**src/rtl/bis_pkg.sv**
```systemverilog
// package for the bounded integer sequence store
// operation codes, cell control types and shared constants; no dependencies
`default_nettype none
package bis_pkg;

  localparam int unsigned DefDepth = 256;
  localparam int unsigned PosW     = 16;
  localparam int unsigned CntW     = 17;
  localparam int unsigned ValW     = 32;
  localparam int unsigned OutCntW  = 9;

  localparam logic [2:0] OpRead   = 3'd0;
  localparam logic [2:0] OpAppend = 3'd1;
  localparam logic [2:0] OpDrop   = 3'd2;
  localparam logic [2:0] OpFind   = 3'd3;
  localparam logic [2:0] OpWrite  = 3'd4;
  localparam logic [2:0] OpRemove = 3'd5;

  typedef enum logic [1:0] {
    CM_HOLD  = 2'd0,
    CM_ROT   = 2'd1,
    CM_WRITE = 2'd2,
    CM_SHIFT = 2'd3
  } cell_mode_e;

  typedef struct packed {
    cell_mode_e        mode;
    logic [PosW-1:0]   pos;
    logic [CntW-1:0]   cnt;
    logic [ValW-1:0]   val;
  } cell_ctrl_t;

endpackage
`default_nettype wire

```
**src/rtl/bis_cell.sv**
```systemverilog
// one storage cell of the sequence store chain
// depends on bis_pkg for the control struct
`default_nettype none
module bis_cell #(
  parameter int unsigned Idx = 0
) (
  input  logic                     clk_i,
  input  bis_pkg::cell_ctrl_t      ctrl_i,
  input  logic [bis_pkg::ValW-1:0] nbr_i,
  output logic [bis_pkg::ValW-1:0] q_o
);
  import bis_pkg::*;

  localparam logic [CntW-1:0] IdxC = CntW'(Idx);

  logic [ValW-1:0] data_q;
  logic [CntW-1:0] pos_ext;

  assign pos_ext = CntW'(ctrl_i.pos);
  assign q_o     = data_q;

  always_ff @(posedge clk_i) begin
    case (ctrl_i.mode)
      CM_ROT: data_q <= nbr_i;
      CM_WRITE: begin
        if (IdxC == pos_ext) begin
          data_q <= ctrl_i.val;
        end else if (IdxC >= ctrl_i.cnt && IdxC < pos_ext) begin
          data_q <= '0;
        end
      end
      CM_SHIFT: begin
        if (IdxC >= pos_ext) begin
          data_q <= nbr_i;
        end
      end
      default: data_q <= data_q;
    endcase
  end

endmodule
`default_nettype wire

```
**config.mk**
```make
export PLATFORM = sky130hd
export DESIGN_NAME = bis_cell
export DESIGN_NICKNAME = d
export VERILOG_FILES = /design/src/rtl/bis_pkg.sv /design/src/rtl/bis_cell.sv
export SDC_FILE = /design/constraint.sdc
export NUM_CORES = 1
export LEC_CHECK = 0
export ABC_AREA = 1
export BUFFER_PORTS_ARGS = -buffer_cell sky130_fd_sc_hd__buf_4
export CAP_MARGIN = 20
export CORE_MARGIN = 2
export CORE_UTILIZATION = 43
export CTS_CLUSTER_DIAMETER = 150
export DETAILED_ROUTE_END_ITERATION = 7
export GPL_TIMING_DRIVEN = 0
export PLACE_DENSITY = 0.85
export REMOVE_ABC_BUFFERS = 1
export SKIP_LAST_GASP = 1
export SYNTH_ARGS = -nofsm -noshare
export SYNTH_HDL_FRONTEND = slang
export SYNTH_SLANG_ARGS = --single-unit
```
**constraint.sdc**
```tcl
create_clock -name clk_i -period 4.7 [get_ports clk_i]
set_input_delay 0.47 -clock clk_i [delete_from_list [all_inputs] [get_ports clk_i]]
set_output_delay 0.47 -clock clk_i [all_outputs]
set_load 0.01 [all_outputs]
```
==> metrics.yaml <==
status:
  status: "complete, no violations"
hold_path:
  hp-class: "input pin to register"
drt:
  via_per_inst: 4.65
  wirelength_mm: 4.31
  postRouteAntennaNets: 0
  vias: 1649
  wl_per_cell_um: 12.1
  drt-initial-drc-count: 122
  drc: 0
  firstDrtPassIters: 6
setup_path:
  critPathArrivalTime_ns: 2.33
  critical_path_class: "input pin to register"
  cp_num_buf_inv: 1
  required_ns: 4.60
  cpLargestDelayFamily: "simple AND/OR/NAND/NOR gates"
  crit_chain: "buf_4 -> nor2_1 -> nand2_1 -> nor2_1 -> nand2_2 -> nand2_1 -> nor2_1 -> nor2_4"
  crit_slowest_cell: "nor2_4"
  end_kind: "register"
  slowest_delay_ns: 0.66
  worstPathMaxFanout: 33
  startpoint_type: "input pin"
  crit_top_cell: "nor2_1"
timing:
  slew_violations: 0
  rsz0062_at_grt: "no"
  tightest_slew_ns: 0.928
  min_period_ns: 2.44
  tns_ns: 0
  hold_viol: 0
  final.setup.worst_slack_ns: 2.26
  finalSetupViolations: 0
  max_freq_ghz: 0.411
  min_period_over_period_pct: 51.8
  slew_headroom_pct: 37.9
pwr:
  peakVddDrop_mv: 0.141
  p_leak_nw: 1.25
  p_per_area_mw_per_mm2: 256
  p_total_mw: 0.708
synthesis:
  yosys_warnings: 0
  synth_compound_area_share_pct: 15.6
  synth_mux_area_share_pct: 0
  synth_xor_xnor_area_share_pct: 0
  synth_top_area_cell: "edfxtp_1"
  synth_area_per_cell_um2: 9.90
  syn_area_mm2: 0.00174
  synth-simple-area-share_pct: 22.5
  synth_fa_ha_area_share_pct: 0
  ys_seq_area_share_pct: 55.1
  synth_top_family_by_area: "simple AND/OR/NAND/NOR gates"
  synth_seq_cells: 32
  synth_cells: 176
  yosys.cell_types.count: 14
  synthTopCellsByArea: "edfxtp_1 (55%), nand2_1 (16%), o21ai_2 (15%)"
  yosysTopAreaCellShare_pct: 55.1
grt:
  overflow: 0
  grt_pass1_vias: 1528
  grt_pass1_wl_mm: 6.41
  antenna_found_initial: 0
  grt_max_degree: 34
  grt_usage_pct: 18.9
finish:
  final_nets: 405
  syn_to_final_growth_pct: 58.8
  largest_reg_flops: 32
  most-common-layout-cells: "buf_4 (131), nand2_1 (74), edfxtp_1 (32)"
  fill_cells: 336
  diodes: 0
  design_area_mm2: 0.00277
  drive_gt1_share_pct: 56.7
  postLayoutCoreUtil_pct: 70.2
  mostFrequentLayoutCell: "buf_4"
place:
  place_area_mm2: 0.00269
  dp_hpwl_mm: 3.21
  io_buffers: 131
  post-place-ws_ns: 1.93
  place_congestion: 0.708
clock_tree:
  clk_pin_slew_worst_paths_ns: 0.06
  htree_levels: 2
  cts-resized-gates: 0
  clock_path_buffers: 2
  ctsRootBufferMaster: "clkbuf_8"
  cts_sinks: 32
  cts_tree: "done"
  ctsHoldBuffers: 0
  post_cts_buffers: 0
  cts-buffers-inserted: 5
floorplan:
  core_mm2: 0.00394
  die_width_um: 67.7
  num_rows: 23
  initial_utilization_pct: 44.2
  fp.dieH_um: 67.7
  die_area_mm2: 0.00458
  ios: 132
job:
  cap_violations: 0
[area by class of cell]
cell class,count,area (um^2),area share [%]
Timing Repair Buffer,131,983,35.5
Sequential cell,32,961,34.7
Multi-Input combinational cell,132,672,24.3
Clock buffer,6,72.6,2.62
Tap cell,50,62.6,2.26
Inverter,3,11.3,0.407
Clock inverter,1,5.00,0.181
[through the flow]
stage / hold slack [ns] / instances
3_3_place_gp: 0.746 / 348
2_1_floorplan: 0.661 / 167
3_5_place_dp: 0.748 / 348
6_report: 0.471 / 355
5_1_grt: 0.474 / 355
4_1_cts: 0.462 / 355
[report_power, final]
| part | switching, mW | internal [mW] | leakage [nW] | total, mW |
|---|---|---|---|---|
| clock network | 0.0910 | 0.100 | 0.0410 | 0.191 |
| registers | 0.00713 | 0.345 | 0.300 | 0.352 |
| logic | 0.0684 | 0.0965 | 0.905 | 0.165 |
| total | 0.167 | 0.542 | 1.25 | 0.708 |
[cells by family (layout without fill, tap and decap cells)]
| logic type | after synthesis | after routing |
|---|---|---|
| and+or+nand+nor | 100 | 100 |
| AOI/OAI and AO/OA | 32 | 32 |
| DFF | 32 | 32 |
| buffers and inverters | 12 | 141 |
[layer usage]
metal | global-route usage [%] | part of all wire, % | vias up
li1 | - | - | 837
met1 | 19.8 | 34 | 714
met2 | 34.8 | 54 | 90
met3 | 5.50 | 10 | 8
met4 | 7.91 | 1.6 | 0
met5 | 0 | 0 | -
[path summary, 6_finish.rpt]
| check | from | endpoint | cells after the start |
|---|---|---|---|
| worst max-delay path | ctrl_i[56] | q_o[29]$_DFFE_PP_ | 8 |
| worst min-delay path | nbr_i[18] | q_o[18]$_DFFE_PP_ | 3 |
[cells in the mapped netlist (all sizes together)]
| library cell | n |
|---|---|
| o21ai | 32 |
| or2 | 1 |
| inv | 3 |
| nor2 | 23 |
| clkbuf | 2 |
| buf | 7 |
| edfxtp | 32 |
| nor3 | 1 |
| nand2 | 75 |
(Power assumes the default switching activity.)
